$ cat src/sv/ppe_pkg.sv
// Shared types, constants and helpers of the peak profile evaluator
package ppe_pkg;

	// Pipeline depth from the difference stage to the result stage
	localparam int PIPE_LAT       = 35;
	localparam int GAUSS_CORE_LAT = 27;

	// Q2.30 shape constants, Q0.32 ln2
	localparam logic [31:0] K_GSCALE = 32'd1008713077;
	localparam logic [31:0] K_GRATE  = 32'd1787897390;
	localparam logic [31:0] K_LSCALE = 32'd683565276;
	localparam logic [31:0] K_LOG2E  = 32'd1549082005;
	localparam logic [31:0] K_LN2    = 32'd2977044472;

	// Register indexes
	localparam logic [1:0] REG_MODE   = 2'd0;
	localparam logic [1:0] REG_CENTER = 2'd1;
	localparam logic [1:0] REG_FWHM   = 2'd2;
	localparam logic [1:0] REG_INTEN  = 2'd3;

	typedef struct packed {
		logic signed [31:0] sample_position;
		logic               last_sample;
	} in_item_t;

	typedef struct packed {
		logic signed [31:0] peak_value;
		logic               saturated;
		logic               bad_width;
		logic               last_out;
	} out_item_t;

	typedef struct packed {
		logic [31:0] gauss_scale;
		logic [31:0] gauss_rate;
		logic [31:0] lorentz_scale;
		logic [31:0] inverse_half_width;
		logic        gauss_clip;
		logic        lorentz_clip;
		logic        busy;
	} coef_t;

	// Magnitude of a signed 32-bit word (the most negative value maps to 2^31)
	function automatic logic [31:0] mag32(input logic [31:0] v);
		mag32 = v[31] ? (32'd0 - v) : v;
	endfunction

	// floor(2^35 / k) for the series divisions
	function automatic logic [35:0] recip_of(input logic [2:0] k);
		case (k)
			3'd1:    recip_of = 36'd34359738368;
			3'd2:    recip_of = 36'd17179869184;
			3'd3:    recip_of = 36'd11453246122;
			3'd4:    recip_of = 36'd8589934592;
			3'd5:    recip_of = 36'd6871947673;
			3'd6:    recip_of = 36'd5726623061;
			3'd7:    recip_of = 36'd4908534052;
			default: recip_of = 36'd0;
		endcase
	endfunction

endpackage

$ cat src/sv/ppe_coef.sv
// Coefficient unit: shared radix-2 divider deriving scales and rates from width
module ppe_coef (
	input  logic           clk,
	input  logic           arst_n,
	input  logic           start,
	input  logic [31:0]    fwhm,
	input  logic [31:0]    intensity,
	output ppe_pkg::coef_t coef
);
	import ppe_pkg::*;

	localparam logic [1:0] ST_IDLE  = 2'd0;
	localparam logic [1:0] ST_LOAD  = 2'd1;
	localparam logic [1:0] ST_STEP  = 2'd2;
	localparam logic [1:0] ST_STORE = 2'd3;

	logic [1:0]  state_q;
	logic [1:0]  idx_q;
	logic [5:0]  cnt_q;
	logic [31:0] rem_q;
	logic [63:0] quo_q;
	logic [31:0] gscale_q, grate_q, lscale_q, ihw_q;
	logic        gclip_q, lclip_q;

	logic [31:0] w, im;
	logic        ineg, wzero;
	logic [63:0] dividend;
	logic [32:0] rem_sh;
	logic        ge;
	logic [32:0] rem_nx;
	logic [49:0] sq, lim, sv;
	logic        sclip, rclip;
	logic [31:0] scale_v, rate_v;

	assign w     = mag32(fwhm);
	assign im    = mag32(intensity);
	assign ineg  = intensity[31];
	assign wzero = (w == 32'd0);

	// Pick the dividend of the current coefficient
	always_comb begin
		case (idx_q)
			REG_MODE:   dividend = {32'd0, im} * {32'd0, K_GSCALE};
			REG_CENTER: dividend = {32'd0, K_GRATE} << 10;
			REG_FWHM:   dividend = {32'd0, im} * {32'd0, K_LSCALE};
			default:    dividend = 64'd1 << 41;
		endcase
	end

	// One restoring step
	assign rem_sh = {rem_q, quo_q[63]};
	assign ge     = (rem_sh >= {1'b0, w});
	assign rem_nx = ge ? (rem_sh - {1'b0, w}) : rem_sh;

	// Clip the finished quotient
	always_comb begin
		sq      = quo_q[63:14];
		lim     = ineg ? (50'd1 << 31) : ((50'd1 << 31) - 50'd1);
		sclip   = (sq > lim);
		sv      = sclip ? lim : sq;
		scale_v = ineg ? (32'd0 - sv[31:0]) : sv[31:0];
		rclip   = |quo_q[63:32];
		rate_v  = rclip ? 32'hFFFF_FFFF : quo_q[31:0];
	end

	// Sequence the four divisions
	always_ff @(posedge clk or negedge arst_n) begin
		if (!arst_n) begin
			state_q <= ST_LOAD;
			idx_q   <= 2'd0;
			cnt_q   <= 6'd0;
			gclip_q <= 1'b0;
			lclip_q <= 1'b0;
		end else if (start) begin
			state_q <= ST_LOAD;
			idx_q   <= 2'd0;
			gclip_q <= 1'b0;
			lclip_q <= 1'b0;
		end else begin
			case (state_q)
				ST_LOAD: begin
					cnt_q   <= 6'd0;
					state_q <= ST_STEP;
				end
				ST_STEP: begin
					cnt_q <= cnt_q + 6'd1;
					if (cnt_q == 6'd63) begin
						state_q <= ST_STORE;
					end
				end
				ST_STORE: begin
					if (!wzero) begin
						case (idx_q)
							REG_MODE, REG_CENTER: gclip_q <= gclip_q | sclip & ~idx_q[0]
								| rclip & idx_q[0];
							default: lclip_q <= lclip_q | sclip & ~idx_q[0]
								| rclip & idx_q[0];
						endcase
					end
					idx_q   <= idx_q + 2'd1;
					state_q <= (idx_q == REG_INTEN) ? ST_IDLE : ST_LOAD;
				end
				default: state_q <= ST_IDLE;
			endcase
		end
	end

	// Divider datapath and coefficient store
	always_ff @(posedge clk) begin
		case (state_q)
			ST_LOAD: begin
				rem_q <= 32'd0;
				quo_q <= dividend;
			end
			ST_STEP: begin
				rem_q <= rem_nx[31:0];
				quo_q <= {quo_q[62:0], ge};
			end
			ST_STORE: begin
				case (idx_q)
					REG_MODE:   gscale_q <= wzero ? 32'd0 : scale_v;
					REG_CENTER: grate_q  <= wzero ? 32'd0 : rate_v;
					REG_FWHM:   lscale_q <= wzero ? 32'd0 : scale_v;
					default:    ihw_q    <= wzero ? 32'd0 : rate_v;
				endcase
			end
			default: begin
				rem_q <= rem_q;
			end
		endcase
	end

	assign coef.gauss_scale        = gscale_q;
	assign coef.gauss_rate         = grate_q;
	assign coef.lorentz_scale      = lscale_q;
	assign coef.inverse_half_width = ihw_q;
	assign coef.gauss_clip         = gclip_q;
	assign coef.lorentz_clip       = lclip_q;
	assign coef.busy               = (state_q != ST_IDLE);

endmodule

$ cat config.mk
export PLATFORM = sky130hd
export DESIGN_NAME = ppe_coef
export DESIGN_NICKNAME = d
export VERILOG_FILES = /design/src/sv/ppe_pkg.sv /design/src/sv/ppe_coef.sv
export SDC_FILE = /design/constraint.sdc
export NUM_CORES = 2
export LEC_CHECK = 0
export BUFFER_PORTS_ARGS = -buffer_cell sky130_fd_sc_hd__buf_2
export CAP_MARGIN = 10
export CORE_MARGIN = 4
export CORE_UTILIZATION = 50
export DETAILED_ROUTE_END_ITERATION = 10
export MAX_ROUTING_LAYER = met4
export PLACE_DENSITY_LB_ADDON = 0.3
export SLEW_MARGIN = 30
export SYNTH_ARGS = -nofsm -noshare
export SYNTH_HDL_FRONTEND = slang
export SYNTH_SLANG_ARGS = --single-unit
$ cat constraint.sdc
create_clock -name clk -period 15.4 [get_ports clk]
set_input_delay 2.31 -clock clk [delete_from_list [all_inputs] [get_ports clk]]
set_output_delay 2.31 -clock clk [all_outputs]
set_load 0.01 [all_outputs]
# == Yosys cells after proc, flatten, opt, wreduce, memory -nomap -nowiden ==
# Cells that the tools add are included.
# W data, S select, Z words.
# totals
reg_bits,236
latchBits,0
mem_bits_rw,0
rom_bits,0
input_bits,67
output_inout_bits,131
elab_cells,83
mem_count,0
# classes
addsub,6
mul,2
n_div,0
n_lt_le_gt_ge,2
n_eq_ne,10
shift,0
mux,27
n_bitwise,9
n_reduce_logical,16
# op_table
operator,count
$mux W32,9
$pmux W62 S3,1
$pmux W64 S2,1
$sub A1 B32 Y32 const A,3
$pmux W32 S2,1
$mul A32 B30 Y62 const B,1
$mul A32 B28 Y60 const B,1
$gt A50 B32 Y1,1
$ge A33 B32 Y1,1
$logic_not A32 Y1,1
$reduce_or A32 Y1,1
$sub A32 B32 Y32,1
$pmux W6 S2,1
$reduce_and A2 Y1,5
$mux W1,9
$eq A2 B2 Y1 const B,4
$mux W2,4
$reduce_bool A2 Y1,4
$add A6 B1 Y6 const B,1
$eq A6 B6 Y1 const B,1
$pmux W2 S3,1
$reduce_and A3 Y1,2
$eq A2 B1 Y1 const B,2
$ne A2 B2 Y1 const B,2
other kinds (8),14

# == Logic depth before layout (Yosys ltp) ==
# logic_depth
depth_word,9
depth_mapped,37
depth_no_buf,36

# == Least setup slack after synthesis ==
# OpenSTA, ideal clock, no wires.
# synth_path
path_type,input -> register
from,in intensity[5]
to,reg quo_q[59] (data pin)
setup_ps,268
t_arrival_ps,11450
required_time_ps,15132
slack_ps,3682
cell_stages,34
path_buffers,1
cell_sequence,nor4_2 nand2_1 or3_1 or3_1 or4_4 or2_1 o21ai_2 xor2_1 inv_1 ha_1 fa_1 fa_1 inv_1 fa_1 inv_1 fa_1 fa_1 fa_1 inv_1 fa_1 inv_1 ha_1 clkbuf_1 a21oi_1 o21ai_0 a221o_1 a21o_1 a21oi_1 o2bb2ai_1 o31ai_2 a211oi_1 o31a_1 a221oi_1 o22ai_1
# synth_between
elab_chain_cells,5
word_cells_on_any_way,6
classes_between,1 x add/sub; 2 x mul; 3 x mux
# synth_rtl
item,line_no,rtl
"start, declared",ppe_coef.sv:7,"input logic [31:0] intensity,"
$sub A1 B32 Y32,ppe_pkg.sv:45,mag32 = v[31] ? (32'd0 - v) : v;
$mux W32 *,ppe_pkg.sv:45,
$mul A32 B28 Y60 / $mul A32 B30 Y62 (equally long branches),"ppe_coef.sv:45, ppe_coef.sv:43",
$pmux W62 S3 *,ppe_coef.sv:42,case (idx_q)
$pmux W64 S2 *,ppe_coef.sv:110,case (state_q)
"end signal, assigned",ppe_coef.sv:113,quo_q <= dividend;
"end signal, assigned",ppe_coef.sv:117,"quo_q <= {quo_q[62:0], ge};"
"end, declared",ppe_coef.sv:21,logic [63:0] quo_q;
# Every way passes the cells marked *; elsewhere a longest branch is shown, timed or not.
# A chain may end at the register's enable or synchronous reset.

# == Final worst setup path ==
# layout_path
from,in intensity[0]
to,reg quo_q[59] (data pin)
# Same word-level chain as after synthesis.

==> flow_summary.json <==
{
  "status": "finished clean",
  "initial_core_util_pct": 50.6,
  "rows": 111,
  "drive_above_1_share_pct": 6.53,
  "routabilityCongestion": 1.09,
  "yosys_most_used_dff": "edfxtp_1",
  "grt_start_max_net_pins": 67,
  "syn_avg_cell_area_sq_um": 9.63,
  "dp_hpwl_um": 133000,
  "synth_edf_count": 224,
  "cpMostUsedCell": "fa_1",
  "grt_pass1_vias": 36200,
  "drt-pass1-iter-count": 5,
  "setup_ws_ns": 2.50,
  "via_per_inst": 5.66,
  "die_area_sq_mm": 0.0982,
  "routed_wl_um": 153000,
  "grt_pass1_wl_um": 230000,
  "coreArea_sq_mm": 0.0921,
  "r2r_slack_ns": 8.34,
  "final-max-slew-violation-count": 0,
  "cp_max_fo": 19,
  "cts_buffers": 22,
  "cts_sinks": 236,
  "fmax_mhz": 77.5,
  "syn_to_final_growth_pct": 6.74,
  "fin_tns_setup_ns": 0,
  "synth_most_common_cell": "inv_1",
  "pre_cts_slack_ns": 2.02,
  "max_slew_margin_pct": 29.7,
  "ys.warnings.count": 0,
  "overflow": 0,
  "syn_nets": 6303,
  "endpoint_kind": "flop",
  "cts_repair_resize_count": 0,
  "maxCapViolations": 0,
  "drtIter0Drc": 3374,
  "setup_viol": 0,
  "finClkSkew_ns": 0.0227,
  "synthesis.area_sq_mm": 0.0466,
  "grt_setup_unrepaired": "false",
  "synth-seq-cells": 236,
  "antenna_found_initial": 6,
  "cts_tree": "built",
  "fin_crit_ns": 12.90,
  "ctsHoldBuffers": 0,
  "holdCritStartpoint": "cnt_q[1]$_DFFE_PN0P_",
  "period_share_pct": 83.8,
  "hold_depth": 2,
  "criticalPathCategory": "in2reg",
  "async_flop_share_pct": 5.08,
  "io_pins": 198,
  "cts_root_buffer": "clkbuf_16",
  "hold_violations": 0,
  "synthTopCellsByCount": "inv_1 (1198), fa_1 (732), ha_1 (664)",
  "critical_path_required_ns": 15.67,
  "worst_pin_slew_ns": 1.05,
  "die_w_um": 313,
  "hold_path.class": "reg2reg",
  "insertion_delay_ns": 0.53,
  "nets": 6437,
  "fillerInstances": 8466,
  "final_antenna_net_count": 0,
  "clk_pin_slew_ns": 0.07,
  "routedWlPerCell_um": 24.5,
  "die_height_um": 313,
  "reg2reg_depth": 22,
  "synth_top_area_share_pct": 31.4,
  "synth_area_leaders": "fa_1 (31%), ha_1 (18%), edfxtp_1 (14%)",
  "clock_path_buffers": 3,
  "cpMaxStageDelayCell": "xor2_1",
  "htreeDepth": 1,
  "synth_cells": 4840,
  "synth_top_area_cell": "fa_1",
  "vias": 35300,
  "post-cts-setup-buffer-count": 0,
  "seq_area_frac_synth_pct": 15.1,
  "cp.arrival_ns": 13.17,
  "hold_end": "cnt_q[1]$_DFFE_PN0P_",
  "r2r_end": "lscale_q[30]$_DFFE_PP_",
  "startpoint_type": "primary input",
  "grt_use_total_pct": 32.1,
  "numPortBuffers": 197,
  "drc": 0,
  "synth_cell_types": 88,
  "r2r_start": "quo_q[21]$_DFFE_PN_",
  "max_stage_delay_ns": 0.85
}
[sequential cells by signal, summed over array words and instances (netlist names)]
register / flops
idx_q: 2
gscale_q: 32
state_q: 2
rem_q: 32
grate_q: 32
quo_q: 64
gclip_q: 1
ihw_q: 32
lscale_q: 32
lclip_q: 1
cnt_q: 6
[worst max-delay path, delay by kind of cell]
family	cells	cell delay [ns]
buffers and inverters	6	0.86
adders and majority gates	10	4.70
xor gates and xnor gates	1	0.85
and+or+nand+nor	6	1.52
AOI/OAI and AO/OA	12	2.90
[how the worst max path moves through the flow]
stage,startpoint,to,slack [ns],cells past startpoint
final,intensity[0],quo_q[59]$_DFFE_PN_,2.50,35
after CTS,intensity[3],quo_q[60]$_DFFE_PN_,2.57,34
after detailed placement,intensity[3],quo_q[60]$_DFFE_PN_,2.02,34
after global routing,intensity[7],quo_q[59]$_DFFE_PN_,1.93,31
after floorplan,intensity[5],quo_q[59]$_DFFE_PN_,3.68,34
after global placement,intensity[3],quo_q[60]$_DFFE_PN_,2.17,34
[layout by cell type, fill, tap and decap left out, types with 49 or more instances in the layout]
cell type	netlist	routed
buf_2	3	196
a21o_1	109	109
edfxtp_1	224	224
ha_1	664	661
o21ai_0	215	214
xor2_1	115	115
a21oi_1	195	194
nand4_1	49	49
nand2_1	207	207
xnor2_1	135	133
fa_1	732	732
nor2_1	216	215
nor3_1	60	60
inv_1	1198	1198
[routing by layer]
metal	track usage [%]	vias to the layer above	wire, um	share of wire (%)
li1	-	16000	-	-
met5	-	-	0	0
met2	47.4	1577	65800	43
met1	44.9	17500	67000	44
met4	9.49	0	5240	3.4
met3	6.74	251	14600	9.6
[metrics by stage]
step	hold WS [ns]	utilization [%]	area, sq um	cells
4_1_cts	0.518	54.0	49700	6233
3_3_place_gp	0.486	53.2	49000	6193
2_1_floorplan	0.466	-	46600	4840
5_1_grt	0.531	54.0	49800	6238
6_report	0.514	54.0	49800	6240
3_5_place_dp	0.497	53.2	49000	6193
[cell families after synthesis]
logic type / after synthesis / share of synthesized area, %
xor gates and xnor gates: 250 / 4.70
and+or+nand+nor: 780 / 8.16
AOI/OAI and AO/OA: 816 / 11.2
DFF: 236 / 15.1
buffers and inverters: 1323 / 10.7
adders and majority gates: 1396 / 49.2
muxes: 39 / 0.859
[final cells by class]
cell class,instances,area [sq um],area share (%)
Antenna cell,7,17.5,0.0352
Sequential cell,236,7030,14.1
Inverter,1199,4500,9.04
Tap cell,1243,1560,3.13
Clock inverter,15,129,0.259
Clock buffer,25,583,1.17
Multi-Input combinational cell,3281,34700,69.7
Timing Repair Buffer,234,1270,2.54
Power is left out: the tool's default activity adds up to more than one toggle a clock period on the data nets, which glitch-free logic cannot reach.
